==> src/rtl/core/run_row_renderer_defines.svh <==
// Assertion macros used by the renderer control RTL (rrr_ctrl).
`ifndef RUN_ROW_RENDERER_DEFINES_SVH
`define RUN_ROW_RENDERER_DEFINES_SVH
`ifndef SYNTH
// Check that a condition holds whenever the trigger holds, in the same cycle.
`define RRR_ASSERT_SAME(name, clk, rst_n, trig, cond) \
    name: assert property (@(posedge clk) disable iff (!rst_n) (trig) |-> (cond)) \
        else $error("rrr: same-cycle check failed");
// Check that a condition holds in the cycle after the trigger.
`define RRR_ASSERT_NEXT(name, clk, rst_n, trig, cond) \
    name: assert property (@(posedge clk) disable iff (!rst_n) (trig) |=> (cond)) \
        else $error("rrr: next-cycle check failed");
`else
`define RRR_ASSERT_SAME(name, clk, rst_n, trig, cond)
`define RRR_ASSERT_NEXT(name, clk, rst_n, trig, cond)
`endif
`endif

==> src/rtl/core/rrr_pkg.sv <==
package rrr_pkg;

    localparam int LINE_DEPTH    = 1024;
    localparam int PALETTE_DEPTH = 256;
    localparam int LINE_AW       = $clog2(LINE_DEPTH);
    localparam int PAL_AW        = $clog2(PALETTE_DEPTH);
    localparam int COL_W         = 11;
    localparam int LABEL_W       = 16;
    localparam int WORD_W        = 32;

    localparam logic [WORD_W-1:0] MASK_VALUE = 32'h0000_00FF;

    // request kinds
    localparam logic [1:0] REQ_START_ROW = 2'd0;
    localparam logic [1:0] REQ_PAINT_RUN = 2'd1;
    localparam logic [1:0] REQ_PAL_WRITE = 2'd2;
    localparam logic [1:0] REQ_READ_PIX  = 2'd3;

    // display modes
    localparam logic [1:0] MODE_LABEL   = 2'd0;
    localparam logic [1:0] MODE_MASK    = 2'd1;
    localparam logic [1:0] MODE_PALETTE = 2'd2;

    // status codes
    localparam logic [1:0] ST_OK      = 2'd0;
    localparam logic [1:0] ST_CLAMPED = 2'd1;
    localparam logic [1:0] ST_RANGE   = 2'd2;

    // configuration register indexes
    localparam logic [1:0] REG_DISPLAY_MODE = 2'd0;
    localparam logic [1:0] REG_LABEL_OFFSET = 2'd1;
    localparam logic [1:0] REG_BACKGROUND   = 2'd2;
    localparam logic [1:0] REG_ROW_WIDTH    = 2'd3;

    typedef struct packed {
        logic [1:0]        display_mode;
        logic              label_offset;
        logic [WORD_W-1:0] background_value;
        logic [COL_W-1:0]  row_width;
    } cfg_t;

    typedef struct packed {
        logic [1:0]         req_type;
        logic [COL_W-1:0]   run_first;
        logic [COL_W-1:0]   run_end;
        logic [LABEL_W-1:0] run_label;
        logic [WORD_W-1:0]  color_word;
    } in_item_t;

    typedef struct packed {
        logic               we;
        logic               re;
        logic [LINE_AW-1:0] addr;
        logic [WORD_W-1:0]  wdata;
    } line_req_t;

    typedef struct packed {
        logic              we;
        logic              re;
        logic [PAL_AW-1:0] addr;
        logic [WORD_W-1:0] wdata;
    } pal_req_t;

endpackage

==> src/rtl/core/rrr_cfg.sv <==
module rrr_cfg (
    input  logic          clk,
    input  logic          rst_n,
    input  logic          cfg_we,
    input  logic [1:0]    cfg_addr,
    input  logic [31:0]   cfg_wdata,
    output rrr_pkg::cfg_t cfg
);
    import rrr_pkg::*;

    cfg_t cfg_reg;

    always_ff @(posedge clk or negedge rst_n)
    begin
        if (!rst_n)
        begin
            cfg_reg.display_mode     <= MODE_LABEL;
            cfg_reg.label_offset     <= 1'b1;
            cfg_reg.background_value <= '0;
            cfg_reg.row_width        <= COL_W'(LINE_DEPTH);
        end
        else if (cfg_we)
        begin
            unique case (cfg_addr)
                REG_DISPLAY_MODE: cfg_reg.display_mode     <= cfg_wdata[1:0];
                REG_LABEL_OFFSET: cfg_reg.label_offset     <= cfg_wdata[0];
                REG_BACKGROUND:   cfg_reg.background_value <= cfg_wdata;
                REG_ROW_WIDTH:    cfg_reg.row_width        <= cfg_wdata[COL_W-1:0];
            endcase
        end
    end

    assign cfg = cfg_reg;

endmodule

==> config.mk <==
export PLATFORM = sky130hd
export DESIGN_NAME = rrr_cfg
export DESIGN_NICKNAME = d
export VERILOG_FILES = /design/src/rtl/core/run_row_renderer_defines.svh /design/src/rtl/core/rrr_pkg.sv /design/src/rtl/core/rrr_cfg.sv
export SDC_FILE = /design/constraint.sdc
export NUM_CORES = 1
export LEC_CHECK = 0
export ABC_AREA = 1
export BUFFER_PORTS_ARGS = -buffer_cell sky130_fd_sc_hd__buf_2
export CAP_MARGIN = 40
export CORE_MARGIN = 1.5
export CORE_UTILIZATION = 45
export DETAILED_ROUTE_END_ITERATION = 7
export GPL_TIMING_DRIVEN = 0
export HOLD_SLACK_MARGIN = 0.02
export PLACE_DENSITY = 0.75
export SYNTH_ARGS = -nofsm -noshare
export SYNTH_HDL_FRONTEND = slang
export SYNTH_SLANG_ARGS = --single-unit
==> constraint.sdc <==
create_clock -name clk -period 1.3 [get_ports clk]
set_input_delay 0.195 -clock clk [delete_from_list [all_inputs] [get_ports clk]]
set_output_delay 0.195 -clock clk [all_outputs]
set_load 0.05 [all_outputs]
==> results.cfg <==
[layout]
post-route-util_pct = 62.04
antennaDiodeCount = 0
largest_reg_flops = 46
fin_nets = 337
syn_to_final_growth_pct = 30.90
fin_cells = 351
drive_above_1_share_pct = 36.88
final_common_cell = nand2_1
mostFrequentLayoutCells = nand2_1, buf_2, nand4_1, dfrtp_1, clkbuf_8
nFillCells = 369

[die]
die_w_um = 68.37
die-area_mm2 = 0.004674
start_util_pct = 47.39
die_height_um = 68.37
core-area_mm2 = 0.004058
std_cell_rows = 23
num_io_pins = 83

[power_and_ir_drop]
power.switching_mw = 1.726
irDropWorstVdd_v = 0.0007224
p_comb_share_pct = 36.1
clockPowerShare_pct = 21.0
pwr_density_cell_mw_per_mm2 = 1648
p_leak_nw = 1.448
p_seq_share_pct = 42.9
switching_share_pct = 41.60
p_int_mw = 2.423

[placed_design]
hpwlAfterDp_mm = 3.390
dp_cells = 342
gp_congestion = 0.7497
port_buffers = 81

[drt]
ant_nets = 0
drc = 0
initialDrtViolationCount = 80
wire_per_inst_um = 13.45
drtPass1Iterations = 4
totalWireLength_mm = 4.720
viasPerCell = 5.157
num_vias = 1810

[worst_setup_path]
crit_slowest_cell = dfstp_2
cpLargestDelayFamily = flip-flops
critPathBufInv = 1
max_stage_delay_ns = 0.54
r2r-start = cfg[10]
cp-startpoint = cfg[10]
arrival_ns = 1.05
worst-setup-path-type = register to primary output
cp.required_ns = 1.11
cp-end-kind = primary output
path_max_fanout = 2
path_cells = clkbuf_4
start_kind = register

[clock_network]
postCtsSetupRepairBufs = 0
numCtsBuffers = 5
clockBufferDepth = 2
root_buffer = clkbuf_8
cts.sinks = 46
clk_latency_ns = 0.29
htreeDepth = 2
clk_pin_slew_ns = 0.08
tritoncts = done

[sta]
fmax_ghz = 0.8020
fin_hold_ws_ns = 0.1373
finalSetupTns_ns = 0
worst_slew_pin_slew_ns = 0.4495
rsz0062_at_grt = false
hold_viol_final = 0
period_needed_ns = 1.247
slew_violations = 0
finClkSkew_ns = 0
slew_headroom_pct = 70.03
finalSetupViolations = 0
timing.final.crit_share_pct = 95.92

[yosys]
mappedNetlistNets = 247
synth-seq-area-share_pct = 59.99
syn_avg_cell_area_um2 = 9.158
synthCells = 210
synth_area_mm2 = 0.001923
ys_ff_latch = 46
ys_types = 13
ys_warn_count = 0

[global_routing]
grt_pass1_wl_mm = 7.472
grt-ovfl-total = 0
grt_max_degree = 30
grt_use_total_pct = 21.67
grt_pass1_vias = 1574
grt_antenna_before_repair = 0

[hold_path]
hp-start = cfg_wdata[10]
hp-class = primary input to register

[status]
outcome = complete, no violations

[run]
maxCapViolations = 0
[final cells by class]
cell class | count | area, um^2 | share of cell area, %
Clock inverter | 1 | 5.005 | 0.1988
Timing Repair Buffer | 83 | 440.4 | 17.50
Clock buffer | 7 | 86.33 | 3.429
Multi-Input combinational cell | 143 | 658.1 | 26.14
Sequential cell | 46 | 1154 | 45.83
Inverter | 2 | 7.507 | 0.2982
Buffer | 19 | 103.9 | 4.125
Tap cell | 50 | 62.56 | 2.485
[stage by stage]
step / setup WS, ns / power [mW] / instance area (um^2)
3_3_place_gp: 0.2136 / 3.277 / 2391
5_1_grt: 0.02003 / 4.366 / 2517
3_5_place_dp: 0.2465 / 3.301 / 2411
4_1_cts: 0.01193 / 4.173 / 2512
2_1_floorplan: 0.4033 / 2.888 / 1923
6_report: 0.05309 / 4.149 / 2517
[synth_stat cells (all sizes together)]
| cell type | count | area (um^2) |
|---|---|---|
| nand3 | 5 | 30.03 |
| nand2 | 93 | 349.1 |
| clkbuf | 2 | 8.750 |
| nor2 | 1 | 3.750 |
| dfrtp | 44 | 1101 |
| buf | 17 | 95.09 |
| inv | 2 | 7.500 |
| dfstp | 2 | 52.55 |
| nand4 | 44 | 275.3 |
[logic make-up (layout without fill, tap and decap cells)]
kind of cell           count (synthesis)  count (layout)  share of synthesized area (%)
and+or+nand+nor                      143             143                          34.22
buffers and inverters                 21             112                          5.790
DFF                                   46              46                          59.99
[layer usage]
metal  GRT usage [%]  part of all wire [%]
met5               0                     0
met4           6.000                  0.87
met3           5.757                   6.3
met2           33.37                    47
met1           30.21                    46
[path summary, 6_finish.rpt]
kind	slack [ns]	depth (start not counted)	to
max	0.05	1	cfg[10]
min	0.14	3	cfg[10]
max reg2reg	0.60	2	cfg[10]
min reg2reg	0.47	2	cfg[11]
max in group asynchronous	0.37	3	cfg[10]
min in group asynchronous	0.36	2	cfg[8]
[what timing repair did]
action,CTS,global route
gates resized for setup,0,2
hold buffers,1,0
endpoints found under the setup margin,0,2
endpoints found under the hold margin,17,0
[power by group through the flow]
stage / registers [mW] / logic (mW) / clock network, mW
global route: 1.81 / 1.60 / 0.959
floorplan: 2.62 / 0.266 / 0
CTS: 1.78 / 1.50 / 0.892
detailed placement: 1.80 / 1.50 / 0
finish: 1.78 / 1.50 / 0.873
global placement: 1.80 / 1.48 / 0
[tightest hold or removal path, cell delays in order]
cell	delay, ns
buf_2	0.11
nand4_1	0.08
nand2_1	0.05
Power figures use the tool's default switching activity.
