**src/rtl/core/run_row_renderer_defines.svh**
```systemverilog
// Assertion macros used by the renderer control RTL (rrr_ctrl).
`ifndef RUN_ROW_RENDERER_DEFINES_SVH
`define RUN_ROW_RENDERER_DEFINES_SVH
`ifndef SYNTH
// Check that a condition holds whenever the trigger holds, in the same cycle.
`define RRR_ASSERT_SAME(name, clk, rst_n, trig, cond) \
    name: assert property (@(posedge clk) disable iff (!rst_n) (trig) |-> (cond)) \
        else $error("rrr: same-cycle check failed");
// Check that a condition holds in the cycle after the trigger.
`define RRR_ASSERT_NEXT(name, clk, rst_n, trig, cond) \
    name: assert property (@(posedge clk) disable iff (!rst_n) (trig) |=> (cond)) \
        else $error("rrr: next-cycle check failed");
`else
`define RRR_ASSERT_SAME(name, clk, rst_n, trig, cond)
`define RRR_ASSERT_NEXT(name, clk, rst_n, trig, cond)
`endif
`endif

```
**src/rtl/core/rrr_pkg.sv**
```systemverilog
package rrr_pkg;

    localparam int LINE_DEPTH    = 1024;
    localparam int PALETTE_DEPTH = 256;
    localparam int LINE_AW       = $clog2(LINE_DEPTH);
    localparam int PAL_AW        = $clog2(PALETTE_DEPTH);
    localparam int COL_W         = 11;
    localparam int LABEL_W       = 16;
    localparam int WORD_W        = 32;

    localparam logic [WORD_W-1:0] MASK_VALUE = 32'h0000_00FF;

    // request kinds
    localparam logic [1:0] REQ_START_ROW = 2'd0;
    localparam logic [1:0] REQ_PAINT_RUN = 2'd1;
    localparam logic [1:0] REQ_PAL_WRITE = 2'd2;
    localparam logic [1:0] REQ_READ_PIX  = 2'd3;

    // display modes
    localparam logic [1:0] MODE_LABEL   = 2'd0;
    localparam logic [1:0] MODE_MASK    = 2'd1;
    localparam logic [1:0] MODE_PALETTE = 2'd2;

    // status codes
    localparam logic [1:0] ST_OK      = 2'd0;
    localparam logic [1:0] ST_CLAMPED = 2'd1;
    localparam logic [1:0] ST_RANGE   = 2'd2;

    // configuration register indexes
    localparam logic [1:0] REG_DISPLAY_MODE = 2'd0;
    localparam logic [1:0] REG_LABEL_OFFSET = 2'd1;
    localparam logic [1:0] REG_BACKGROUND   = 2'd2;
    localparam logic [1:0] REG_ROW_WIDTH    = 2'd3;

    typedef struct packed {
        logic [1:0]        display_mode;
        logic              label_offset;
        logic [WORD_W-1:0] background_value;
        logic [COL_W-1:0]  row_width;
    } cfg_t;

    typedef struct packed {
        logic [1:0]         req_type;
        logic [COL_W-1:0]   run_first;
        logic [COL_W-1:0]   run_end;
        logic [LABEL_W-1:0] run_label;
        logic [WORD_W-1:0]  color_word;
    } in_item_t;

    typedef struct packed {
        logic               we;
        logic               re;
        logic [LINE_AW-1:0] addr;
        logic [WORD_W-1:0]  wdata;
    } line_req_t;

    typedef struct packed {
        logic              we;
        logic              re;
        logic [PAL_AW-1:0] addr;
        logic [WORD_W-1:0] wdata;
    } pal_req_t;

endpackage

```
**src/rtl/core/rrr_ctrl.sv**
```systemverilog
`include "run_row_renderer_defines.svh"

module rrr_ctrl (
    input  logic                         clk,
    input  logic                         rst_n,
    input  rrr_pkg::cfg_t                cfg,
    input  logic                         in_valid,
    output logic                         in_ready,
    input  rrr_pkg::in_item_t            in_item,
    output logic                         out_valid,
    input  logic                         out_ready,
    output logic [rrr_pkg::WORD_W-1:0]   out_pixel,
    output logic [1:0]                   out_status,
    output rrr_pkg::line_req_t           line_req,
    input  logic [rrr_pkg::WORD_W-1:0]   line_rdata,
    output rrr_pkg::pal_req_t            pal_req,
    input  logic [rrr_pkg::WORD_W-1:0]   pal_rdata
);
    import rrr_pkg::*;

    typedef enum logic [2:0] {
        S_IDLE,
        S_SWEEP,
        S_PAL_RD,
        S_PAL_WAIT,
        S_PAL_WR,
        S_LINE_RD,
        S_LINE_WAIT,
        S_RESP
    } state_t;

    state_t               state_reg;
    logic [COL_W-1:0]     col_reg;
    logic [COL_W-1:0]     limit_reg;
    logic [WORD_W-1:0]    value_reg;
    logic [LABEL_W-1:0]   label_reg;
    logic [WORD_W-1:0]    color_reg;
    logic [WORD_W-1:0]    pixel_reg;
    logic [1:0]           status_reg;
    logic                 out_valid_reg;
    logic [WORD_W-1:0]    out_pixel_reg;
    logic [1:0]           out_status_reg;

    logic                 accept;
    logic [COL_W-1:0]     width;
    logic [COL_W-1:0]     end_clamped;
    logic                 end_over;
    logic                 pal_in_range;
    logic [WORD_W-1:0]    label_value;
    logic [COL_W-1:0]     col_next;
    logic                 out_free;

    assign in_ready = (state_reg == S_IDLE);
    assign accept   = in_valid && in_ready;
    assign out_free = !out_valid_reg || out_ready;

    // saturate the width in use to the line depth
    assign width = (32'(cfg.row_width) > LINE_DEPTH) ? COL_W'(LINE_DEPTH) : cfg.row_width;
    assign end_over     = (in_item.run_end > width);
    assign end_clamped  = end_over ? width : in_item.run_end;
    assign pal_in_range = (32'(in_item.run_label) < PALETTE_DEPTH);
    assign label_value  = 32'(in_item.run_label) + 32'(cfg.label_offset);
    assign col_next     = col_reg + COL_W'(1);

    always_ff @(posedge clk or negedge rst_n)
    begin
        if (!rst_n)
        begin
            state_reg      <= S_IDLE;
            col_reg        <= '0;
            limit_reg      <= '0;
            value_reg      <= '0;
            label_reg      <= '0;
            color_reg      <= '0;
            pixel_reg      <= '0;
            status_reg     <= ST_OK;
            out_valid_reg  <= 1'b0;
            out_pixel_reg  <= '0;
            out_status_reg <= ST_OK;
        end
        else
        begin
            // drop the response once taken, unless a new one is loaded below
            if (out_valid_reg && out_ready && state_reg != S_RESP)
            begin
                out_valid_reg <= 1'b0;
            end

            unique case (state_reg)
                S_IDLE:
                begin
                    if (accept)
                    begin
                        label_reg  <= in_item.run_label;
                        color_reg  <= in_item.color_word;
                        pixel_reg  <= '0;
                        status_reg <= ST_OK;
                        unique case (in_item.req_type)
                            REQ_START_ROW:
                            begin
                                col_reg   <= '0;
                                limit_reg <= width;
                                value_reg <= cfg.background_value;
                                state_reg <= (width != '0) ? S_SWEEP : S_RESP;
                            end
                            REQ_PAINT_RUN:
                            begin
                                col_reg    <= in_item.run_first;
                                limit_reg  <= end_clamped;
                                status_reg <= end_over ? ST_CLAMPED : ST_OK;
                                if (cfg.display_mode == MODE_PALETTE)
                                begin
                                    if (pal_in_range)
                                    begin
                                        state_reg <= S_PAL_RD;
                                    end
                                    else
                                    begin
                                        status_reg <= ST_RANGE;
                                        state_reg  <= S_RESP;
                                    end
                                end
                                else
                                begin
                                    value_reg <= (cfg.display_mode == MODE_MASK) ?
                                                 MASK_VALUE : label_value;
                                    state_reg <= (in_item.run_first < end_clamped) ?
                                                 S_SWEEP : S_RESP;
                                end
                            end
                            REQ_PAL_WRITE:
                            begin
                                if (pal_in_range)
                                begin
                                    state_reg <= S_PAL_WR;
                                end
                                else
                                begin
                                    status_reg <= ST_RANGE;
                                    state_reg  <= S_RESP;
                                end
                            end
                            REQ_READ_PIX:
                            begin
                                col_reg <= in_item.run_first;
                                if (in_item.run_first < width)
                                begin
                                    state_reg <= S_LINE_RD;
                                end
                                else
                                begin
                                    status_reg <= ST_RANGE;
                                    state_reg  <= S_RESP;
                                end
                            end
                        endcase
                    end
                end
                S_SWEEP:
                begin
                    col_reg <= col_next;
                    if (col_next == limit_reg)
                    begin
                        state_reg <= S_RESP;
                    end
                end
                S_PAL_RD:
                begin
                    state_reg <= S_PAL_WAIT;
                end
                S_PAL_WAIT:
                begin
                    value_reg <= pal_rdata;
                    state_reg <= (col_reg < limit_reg) ? S_SWEEP : S_RESP;
                end
                S_PAL_WR:
                begin
                    state_reg <= S_RESP;
                end
                S_LINE_RD:
                begin
                    state_reg <= S_LINE_WAIT;
                end
                S_LINE_WAIT:
                begin
                    pixel_reg <= line_rdata;
                    state_reg <= S_RESP;
                end
                S_RESP:
                begin
                    if (out_free)
                    begin
                        out_valid_reg  <= 1'b1;
                        out_pixel_reg  <= pixel_reg;
                        out_status_reg <= status_reg;
                        state_reg      <= S_IDLE;
                    end
                end
                default:
                begin
                    state_reg <= S_IDLE;
                end
            endcase
        end
    end

    always_comb
    begin
        line_req.we    = (state_reg == S_SWEEP);
        line_req.re    = (state_reg == S_LINE_RD);
        line_req.addr  = LINE_AW'(col_reg);
        line_req.wdata = value_reg;
        pal_req.we     = (state_reg == S_PAL_WR);
        pal_req.re     = (state_reg == S_PAL_RD);
        pal_req.addr   = PAL_AW'(label_reg);
        pal_req.wdata  = color_reg;
    end

    assign out_valid  = out_valid_reg;
    assign out_pixel  = out_pixel_reg;
    assign out_status = out_status_reg;

    `RRR_ASSERT_SAME(a_sweep_below_limit, clk, rst_n, line_req.we, col_reg < limit_reg)
    `RRR_ASSERT_SAME(a_pal_write_in_range, clk, rst_n, pal_req.we, 32'(label_reg) < PALETTE_DEPTH)
    `RRR_ASSERT_NEXT(a_accept_goes_busy, clk, rst_n, accept, state_reg != S_IDLE)
    `RRR_ASSERT_SAME(a_no_overlap_access, clk, rst_n, line_req.we, !line_req.re && !pal_req.re)

endmodule
```
**config.mk**
```make
export PLATFORM = sky130hd
export DESIGN_NAME = rrr_ctrl
export DESIGN_NICKNAME = d
export VERILOG_FILES = /design/src/rtl/core/rrr_pkg.sv /design/src/rtl/core/rrr_ctrl.sv
export VERILOG_INCLUDE_DIRS = /design/src /design/src/rtl/core
export SDC_FILE = /design/constraint.sdc
export NUM_CORES = 1
export LEC_CHECK = 0
export CORE_UTILIZATION = 50
export CTS_CLUSTER_DIAMETER = 30
export DETAILED_ROUTE_END_ITERATION = 7
export DONT_BUFFER_PORTS = 1
export PLACE_DENSITY = 0.79
export RECOVER_POWER = 25
export REMOVE_ABC_BUFFERS = 1
export SYNTH_ARGS = -nofsm -noshare
export SYNTH_HDL_FRONTEND = slang
export SYNTH_SLANG_ARGS = --single-unit
```
**constraint.sdc**
```tcl
create_clock -name clk -period 2 [get_ports clk]
set_clock_uncertainty 0.15 [all_clocks]
set_input_delay 0.4 -clock clk [delete_from_list [all_inputs] [get_ports clk]]
set_output_delay 0.4 -clock clk [all_outputs]
set_load 0.02 [all_outputs]
```
==> flow_summary.toml, run 1 <==
[run_status]
outcome = "complete, but fails checks"
violations = "hold timing, setup timing"

[sta]
setup_violations = 67
fin_ws_ns = -1.18
fin_crit_ns = 3.18
slew_headroom_pct = 47.7
slew_violations = 0
period_share_pct = 159
max_freq_mhz = 314
whs_ns = -0.474
rsz0062_at_grt = "yes"
final.setup.tns_ns = -7.34
finalHoldViolCount = 170
tightestPinTransition_ns = 0.783

[yosys]
synthFlopType = "dfrtp_1"
synth_area_um2 = 9180
synthesis.instances = 1039
post-synth-top-count-cell = "nand2_1"
synthTopCellsByCount = "256 x nand2_1, 166 x dfrtp_1, 108 x o21ai_0, 58 x a21oi_1, 48 x nor2_1"
ys_top_cells_by_area = "dfrtp_1 45%, nand2_1 10%, ha_1 6.1%, o21ai_0 5.9%, mux2_2 4.2%"
synth-seq-cells = 166
synth_edf_count = 0
synthArstFlopShare_pct = 100
syn_area_per_cell_um2 = 8.84
yosysWarnings = 0
synth.distinct_cells = 61
yosysSeqAreaShare_pct = 45.2
synth_top_area_share_pct = 45.2
yosysTopAreaCell = "dfrtp_1"

[floorplan]
core_um2 = 18000
fp.dieW_um = 138
pin_count = 308
rows = 49
die_area_um2 = 18900
start_util_pct = 51.1
die_h_um = 138

[setup_path]
r2r_start = "col_reg[10]"
critPathLaunchType = "input pin"
path_cells = "nor2b_4, inv_2, ha_4, nand4_1, or2_4, mux2i_4, nor2_4, buf_6, mux2i_1, ha_1, o21ai_0, o21ai_1, o2111a_2, nor3_1, mux2i_1, buf_4, nand4_1, a21oi_2"
worstPathArrival_ns = 3.36
slowest_stage = "ha_1"
startpoint = "cfg[6]"
critPathKind = "in2reg"
max_stage_delay_ns = 0.32
cp.required_ns = 2.17
cp_max_fo = 6
crit_path_end_kind = "register"
ff2ff_setup_slack_ns = -0.29
cp_top_family = "simple AND/OR/NAND/NOR gates"
critPathBufInv = 3

[power_and_ir_drop]
clockPowerShare_pct = 17.2
p_sw_mw = 9.10
p_leak_nw = 5.93
p_per_area_nw_per_um2 = 1570
vdd.ir_drop.worst_v = 0.000992
switching_share_pct = 44.9
p_int_mw = 11.1
combPwrFrac_pct = 45.7
power_frac_seq_pct = 37.2

[clock_network]
cts-root-buf = "clkbuf_16"
clkSinkCount = 166
clk_latency_ns = 0.43
cts_max_level = 4
clk_path_buf_depth = 2
clk_pin_slew_worst_paths_ns = 0.08
numCtsBuffers = 17
cts_tree = "done"

[final_layout]
final_nets = 1457
design_area_um2 = 12900
area_delta_synth_final_pct = 40.6
layout-drive-gt1-share_pct = 27.9

[worst_hold_path]
hold_path_class = "in2async"

[placed_design]
hpwl_um = 18800
io_buffers = 0
dpl-instance-area_um2 = 9990
gp_congestion = 0.939

[job]
cap_violations = 0

[drt]
route.detailed.drc = 0
dr.first_iter.drc_count = 763
dr.pass1.iters = 7
ant_nets = 0
wl_um = 33600
vias_per_cell = 6.21
vias = 9120
wl_per_cell_um = 22.9

[grt]
overflow = 0
grt_usage_pct = 30.8
antenna_found_initial = 1
grt_max_degree = 167
grt_pass1_vias = 8477
grt_pass1_wl_um = 44200
## area by class of cell
type                       instances  area [um2]
multi-input combinational        773        5200
fill                            1165        5050
sequential                       166        4160
timing repair buffer             240        2520
clock buffer                      17         425
tap                              229         287
clock inverter                    15         214
inverter                          28         108
antenna                            1        2.50
## logic make-up (layout without fill, tap and decap cells)
group	after synthesis	after routing	synth area share (%)
fa+ha+maj	45	45	6.13
simple gates	420	420	20.5
mux	56	56	6.57
xor+xnor	27	27	2.57
compound gates	225	225	14.0
other cells	0	1	0
flops	166	166	45.2
buf+inv	100	300	5.01
## worst reg2reg max path, stage by stage (launching register included)
cell and delay, ns:
dfrtp_1 0.39, ha_1 0.30, a211o_1 0.29, a211oi_1 0.32, nand2b_1 0.09, o21ai_0 0.25
nor2_1 0.12, nor3_1 0.21, a211oi_2 0.07
## repair_timing
action                                 CTS  global route
hold buffers                            80             7
endpoints found under the hold margin  247           173
buffers inserted                        27            14
gates resized for setup                 79           154
setup endpoints to repair               47            83
gates cloned                             1            18
pin swaps                               44            30
## path summary, 6_finish.rpt
path,to,depth (start not counted)
min reg2reg,out_pixel[25],1
max in group asynchronous,col_reg[0],0
min,col_reg[5],0
max reg2reg,state_reg[2],8
min in group clk,value_reg[27],2
max,state_reg[1],18
## cells in the final DEF, fill, tap and decap left out, types with 34 or more instances in the layout
| master | netlist | layout |
|---|---|---|
| nand2_1 | 256 | 220 |
| dfrtp_1 | 166 | 165 |
| buf_4 | 13 | 100 |
| dlygate4sd3_1 | 0 | 87 |
| o21ai_0 | 108 | 62 |
| a21oi_1 | 58 | 51 |
| nor2_1 | 48 | 42 |
| o21ai_1 | 4 | 35 |
| ha_1 | 45 | 35 |
| mux2_2 | 34 | 34 |
## power by group through the flow
stage | Combinational, mW | Clock [mW] | Sequential, mW
6_report | 9.25 | 3.47 | 7.53
5_1_grt | 9.94 | 3.65 | 7.70
4_1_cts | 6.99 | 3.50 | 7.29
3_5_place_dp | 6.44 | 0 | 7.32
3_3_place_gp | 6.17 | 0 | 7.27
2_1_floorplan | 3.88 | 0 | 7.26
## metrics by stage
stage / instances / hold WS, ns / utilization [%] / power (mW) / setup slack [ns]
finish: 1469 / -0.474 / 71.9 / 20.2 / -1.18
global route: 1469 / -0.494 / 71.9 / 21.3 / -1.27
CTS: 1429 / -0.503 / 66.3 / 17.8 / -0.966
detailed placement: 1298 / -0.0338 / 55.6 / 13.8 / -1.96
global placement: 1298 / -0.0348 / 55.6 / 13.4 / -1.77
floorplan: 967 / -0.0456 / - / 11.1 / -1.90
## per-layer routing
layer | wire (um) | GRT usage (%) | part of all wire (%)
met1 | 12200 | 35.8 | 36
met4 | 1530 | 16.7 | 4.6
met3 | 3470 | 8.46 | 10
met2 | 16400 | 51.3 | 49
met5 | 0 | 0 | 0
Note: power is estimated with default switching activity, not from simulation.
==> run 2: changes to the inputs <==
--- a/config.mk
+++ b/config.mk
@@ -6,6 +6,8 @@
 export SDC_FILE = /design/constraint.sdc
 export NUM_CORES = 1
 export LEC_CHECK = 0
+export ABC_AREA = 1
+export CORE_ASPECT_RATIO = 1.4
 export CORE_UTILIZATION = 50
 export CTS_CLUSTER_DIAMETER = 30
 export DETAILED_ROUTE_END_ITERATION = 7
==> flow_summary.toml, run 2 <==
[run_status]
outcome = "complete, but fails checks"
violations = "hold timing, setup timing"

[final_layout]
layout-drive-gt1-share_pct = 18.6
final_cell_mix = "337 x nand2_1, 165 x dfrtp_1, 103 x inv_1, 101 x o21ai_0, 99 x dlygate4sd3_1"
final_common_cell = "nand2_1"
area_delta_synth_final_pct = 33.3
num_antenna_cells = 0
fill_cells = 1245
final_nets = 1551
design_area_um2 = 12000

[sta]
rsz0062_at_grt = "yes"
max_freq_mhz = 309
slew_headroom_pct = 69.9
setup_violations = 16
fin_crit_ns = 3.23
slew_violations = 0
whs_ns = -0.475
period_share_pct = 162
tightestPinTransition_ns = 0.447
finalHoldViolCount = 166
fin_ws_ns = -1.23

[yosys]
post-synth-top-count-cell = "nand2_1"
synthArstFlopShare_pct = 100
synthesis.instances = 1148
ys_top_cells_by_area = "dfrtp_1 46%, nand2_1 15%, o21ai_0 6.7%, ha_1 6.3%, inv_1 4.4%"
synth_top_area_share_pct = 46.2
yosysSeqAreaShare_pct = 46.2
synth_area_um2 = 9000
synthFlopType = "dfrtp_1"
yosysWarnings = 0
synth.distinct_cells = 42
synthTopCellsByCount = "359 x nand2_1, 166 x dfrtp_1, 120 x o21ai_0, 106 x inv_1, 61 x a21oi_1"
syn_area_per_cell_um2 = 7.84
yosysTopAreaCell = "dfrtp_1"
synth_edf_count = 0
synth-seq-cells = 166

[setup_path]
cp.required_ns = 2.16
worst_r2r_endpoint = "state_reg[1]"
max_stage_delay_ns = 0.28
cp_top_family = "simple AND/OR/NAND/NOR gates"
critPathKind = "in2reg"
r2r_start = "col_reg[2]"
worstPathArrival_ns = 3.39
critPathBufInv = 4
critPathLaunchType = "input pin"
ff2ff_setup_slack_ns = -0.21
crit_path_end_kind = "register"
crit_top_cell = "nand2_1"
reg2reg_depth = 8
cp_max_fo = 8
slowest_stage = "ha_1"
path_cells = "nor2_4, nand3_2, o21bai_4, buf_8, nand2_4, ha_4, nand2_2, inv_2, nand2_2, nor2_2, nand4_1, nand2_4, inv_4, buf_8, o21ai_2, ha_1, a21oi_2, nor2_1, nor4_1, nand2_1, nand2_1, nand3_1, nand2_1, a21oi_1"

[power_and_ir_drop]
combPwrFrac_pct = 39.0
p_int_mw = 9.32
p_per_area_nw_per_um2 = 1440
p_total_mw = 17.2
clockPowerShare_pct = 18.6
p_sw_mw = 7.92
switching_share_pct = 45.9
vdd.ir_drop.worst_v = 0.000781
p_leak_nw = 5.73
power_frac_seq_pct = 42.4

[floorplan]
fp.dieW_um = 115
pin_count = 308
rows = 57
start_util_pct = 51.5
die_h_um = 161
die_area_um2 = 18500
core_um2 = 17500

[job]
cap_violations = 0

[clock_network]
cts-root-buf = "clkbuf_16"
cts_tree = "done"
clk_path_buf_depth = 2
cts_max_level = 4
numCtsBuffers = 17
clkSinkCount = 166
clk_latency_ns = 0.42
clk_pin_slew_worst_paths_ns = 0.07

[placed_design]
io_buffers = 0
preCtsSetupSlack_ns = -1.78
gp_congestion = 0.970
hpwl_um = 19000
dpl-instance-area_um2 = 9800

[drt]
dr.pass1.iters = 5
wl_um = 29700
wl_per_cell_um = 18.9
vias = 9107
route.detailed.drc = 0
dr.first_iter.drc_count = 846
ant_nets = 0
vias_per_cell = 5.80

[grt]
overflow = 0
grt_pass1_wl_um = 44500
grt_usage_pct = 31.0
antenna_found_initial = 0
grt_pass1_vias = 9104
grt_max_degree = 167

[worst_hold_path]
hold_path_class = "in2async"
run 2: cell types whose count changed in the layout (fill, tap and decap cells not counted), sizes merged, moves of 20 or more:
| cell | change |
|---|---|
| xnor2 | -20 |
| mux2 | -34 |
| nor2 | +20 |
| mux2i | -22 |
| inv | +86 |
| and3 | -21 |
| nand2 | +107 |
| nand3 | +37 |
| buf | -32 |
run 2: worst register-to-register path, stage by stage, from the launching register on:
cell     delay [ns]
dfrtp_1        0.49
ha_1           0.37
a21oi_1        0.18
o21ai_0        0.11
a221o_1        0.39
a21oi_1        0.15
nor2_1         0.08
nor2_1         0.12
a21oi_1        0.07
run 2: worst max path at each step:
stage | slack [ns] | from | end | cells after the start
2_1_floorplan | -1.56 | cfg[6] | state_reg[1] | 25
3_3_place_gp | -1.76 | cfg[6] | state_reg[1] | 25
3_5_place_dp | -1.78 | cfg[6] | state_reg[1] | 25
4_1_cts | -1.11 | cfg[6] | state_reg[1] | 25
5_1_grt | -1.43 | cfg[6] | state_reg[1] | 26
6_report | -1.23 | cfg[6] | state_reg[1] | 24
run 2: kinds of logic (layout without fill, tap and decap cells):
| kind of cell | count (synthesis) | in the layout | synth area share, % |
|---|---|---|---|
| adder cells (fa/ha/maj) | 45 | 45 | 6.26 |
| AND/OR/NAND/NOR | 519 | 519 | 24.4 |
| AO/OA/AOI/OAI | 238 | 238 | 14.4 |
| flip-flops | 166 | 166 | 46.2 |
| XOR/XNOR | 10 | 10 | 0.973 |
| buffers and inverters | 170 | 355 | 7.81 |
run 2: per-layer routing:
metal / vias to the layer above / wire length [um] / track usage (%)
li1: 4113 / - / -
met1: 4264 / 10500 / 33.0
met2: 550 / 14500 / 53.2
met3: 180 / 2610 / 7.47
met4: 0 / 2100 / 21.3
met5: - / 0 / 0
run 2: area by class of cell:
class / count / area (um2) / share of cell area, %
Timing Repair Buffer: 207 / 1910 / 15.9
Sequential cell: 166 / 4160 / 34.6
Inverter: 115 / 437 / 3.64
Clock buffer: 17 / 425 / 3.55
Timing Repair inverter: 1 / 7.51 / 0.0626
Tap cell: 236 / 295 / 2.46
Multi-Input combinational cell: 812 / 4610 / 38.4
Clock inverter: 15 / 159 / 1.32
run 2: repair_timing:
item | 4_1_cts | 5_1_grt
pin swaps | 15 | 23
setup endpoints to repair | 16 | 28
hold buffers | 98 | 1
endpoints found under the hold margin | 251 | 167
resized for setup | 59 | 73
gates cloned | 1 | 0
setup buffers | 10 | 10
run 2: power groups by stage:
stage                     clock network, mW  logic [mW]  registers, mW
after floorplan                           0        3.68           7.08
after global placement                    0        5.68           7.23
after detailed placement                  0        5.91           7.27
after CTS                              3.24        6.24           7.24
after global routing                   3.39        7.45           7.46
final                                  3.20        6.73           7.30
run 2: per-stage QoR:
stage | instances | utilization (%) | setup TNS [ns]
CTS | 1566 | 66.8 | -6.29
floorplan | 1093 | - | -69.92
global route | 1569 | 68.7 | -8.86
global placement | 1425 | 56.1 | -14.68
detailed placement | 1425 | 56.1 | -15.76
finish | 1569 | 68.7 | -7.12
==> run 3: changes to the inputs <==
--- a/config.mk
+++ b/config.mk
@@ -10,6 +10,7 @@
 export CORE_ASPECT_RATIO = 1.4
 export CORE_UTILIZATION = 50
 export CTS_CLUSTER_DIAMETER = 30
+export CTS_CLUSTER_SIZE = 25
 export DETAILED_ROUTE_END_ITERATION = 7
 export DONT_BUFFER_PORTS = 1
 export PLACE_DENSITY = 0.79
==> constraint.sdc (replaced) <==
create_clock -name clk -period 2 [get_ports clk]
set_clock_uncertainty 0.15 [all_clocks]
set_input_delay 0.4 -clock clk [delete_from_list [all_inputs] [get_ports clk]]
set_output_delay 0.4 -clock clk [all_outputs]
set_load 0.01 [all_outputs]
==> flow_summary.toml, run 3 (synthesis results as in run 2) <==
[placed_design]
dpl-instance-area_um2 = 9720
io_buffers = 0
post-place-cells = 1416
preCtsSetupSlack_ns = -1.86
hpwl_um = 18900
gp_congestion = 0.996

[final_layout]
fin_cells = 1573
final_common_cell = "nand2_1"
final_cell_mix = "330 x nand2_1, 164 x dfrtp_1, 104 x inv_1, 104 x dlygate4sd3_1, 98 x o21ai_0"
fill_cells = 1234
layout-drive-gt1-share_pct = 19.1
design_area_um2 = 12100
final_nets = 1555
num_antenna_cells = 0
area_delta_synth_final_pct = 34.8
post-route-util_pct = 69.4

[sta]
setup_violations = 15
final.setup.tns_ns = -7.50
fin_ws_ns = -1.48
whs_ns = -0.491
slew_headroom_pct = 63.8
rsz0062_at_grt = "yes"
finalHoldViolCount = 166
max_freq_mhz = 288
tightestPinTransition_ns = 0.539
period_share_pct = 174
fin_crit_ns = 3.48
slew_violations = 0

[setup_path]
critPathBufInv = 5
slowest_stage = "nor3_4"
critPathKind = "in2reg"
worstPathArrival_ns = 3.68
cp_top_family = "simple AND/OR/NAND/NOR gates"
crit_path_end_kind = "register"
critPathLaunchType = "input pin"
max_stage_delay_ns = 0.33
cp.required_ns = 2.20
crit_top_cell = "nand2_2"
cp_max_fo = 7

[drt]
dr.first_iter.drc_count = 972
wl_um = 30300
vias_per_cell = 5.79
vias = 9102
wl_per_cell_um = 19.3
route.detailed.drc = 0
ant_nets = 0
dr.pass1.iters = 5

[floorplan]
start_util_pct = 51.5
pin_count = 308
rows = 57
fp.dieW_um = 115
die_h_um = 161
die_area_um2 = 18500
core_um2 = 17500

[run_status]
outcome = "complete, but fails checks"
violations = "hold timing, setup timing"

[clock_network]
clk_latency_ns = 0.43
hold_buffers = 104
cts_max_level = 4
clk_path_buf_depth = 2
clk_pin_slew_worst_paths_ns = 0.07
numCtsBuffers = 17
cts_tree = "done"
cts-root-buf = "clkbuf_16"
clkSinkCount = 166

[power_and_ir_drop]
vdd.ir_drop.worst_v = 0.000685
p_per_area_nw_per_um2 = 1370
p_leak_nw = 5.77
p_total_mw = 16.6

[grt]
grt_pass1_vias = 9208
antenna_found_initial = 0
grt_pass1_wl_um = 45000
overflow = 0
grt_max_degree = 167
grt_usage_pct = 31.3

[worst_hold_path]
hold_path_class = "in2async"

[job]
cap_violations = 0
==> run 3: changes by cell type in the layout (fill, tap and decap cells not counted), moves of 2 or more <==
cell and change:
o21ai_2 -3, nand2_1 -7, nand2_2 +8, ha_1 -3, buf_4 -2, dlygate4sd3_1 +5
ha_4 +2, o21ai_4 +3, buf_6 +3, o21ai_1 +3, o21ai_0 -3, clkinvlp_4 -3
==> run 3: worst paths after layout <==
path	endpoint	cells past startpoint	slack, ns	start
max	state_reg[2]	26	-1.48	cfg[6]
max reg2reg	state_reg[1]	14	-0.19	col_reg[1]
min	out_pixel[26]	0	-0.49	rst_n
max in group asynchronous	col_reg[2]	0	1.84	rst_n
min in group clk	pixel_reg[22]	2	0.01	line_rdata[22]
min reg2reg	out_pixel[28]	2	0.37	pixel_reg[28]
==> run 3: per-layer routing <==
| layer | vias up | track usage (%) | part of all wire, % |
|---|---|---|---|
| li1 | 4118 | - | - |
| met1 | 4249 | 34.5 | 35 |
| met2 | 560 | 54.0 | 49 |
| met3 | 175 | 6.53 | 8.5 |
| met4 | 0 | 19.8 | 6.8 |
| met5 | - | 0 | 0 |
==> run 3: timing repair <==
item	CTS	global route
cloned	0	0
setup buffers	22	5
hold endpoints to repair	256	166
pin swaps	33	34
gates resized for setup	85	67
setup endpoints to repair	17	60
==> run 3: area by class of cell <==
type | count | area [um2] | area share (%)
tap | 236 | 295 | 2.43
sequential | 166 | 4160 | 34.3
clock buffer | 17 | 425 | 3.51
inverter | 115 | 437 | 3.60
timing repair buffer | 212 | 1960 | 16.1
multi-input combinational | 812 | 4670 | 38.5
clock inverter | 15 | 183 | 1.51
==> run 3: power by group <==
group	switching [mW]	total, mW	internal, mW
clock	1.56	3.36	1.79
sequential	1.64	6.58	4.93
combinational	3.90	6.63	2.73
total	7.10	16.6	9.46
==> run 3: worst register-to-register path, stage by stage (launching register included) <==
cell     delay [ns]
dfrtp_1        0.41
ha_4           0.20
nand4_1        0.15
nor2_1         0.18
nand2_1        0.08
nand2_2        0.09
nor2_1         0.04
nor2_1         0.10
nand2_1        0.08
nor2_1         0.09
nand2_1        0.10
nand2_2        0.11
nand4_1        0.09
nor2_1         0.13
a21oi_1        0.08
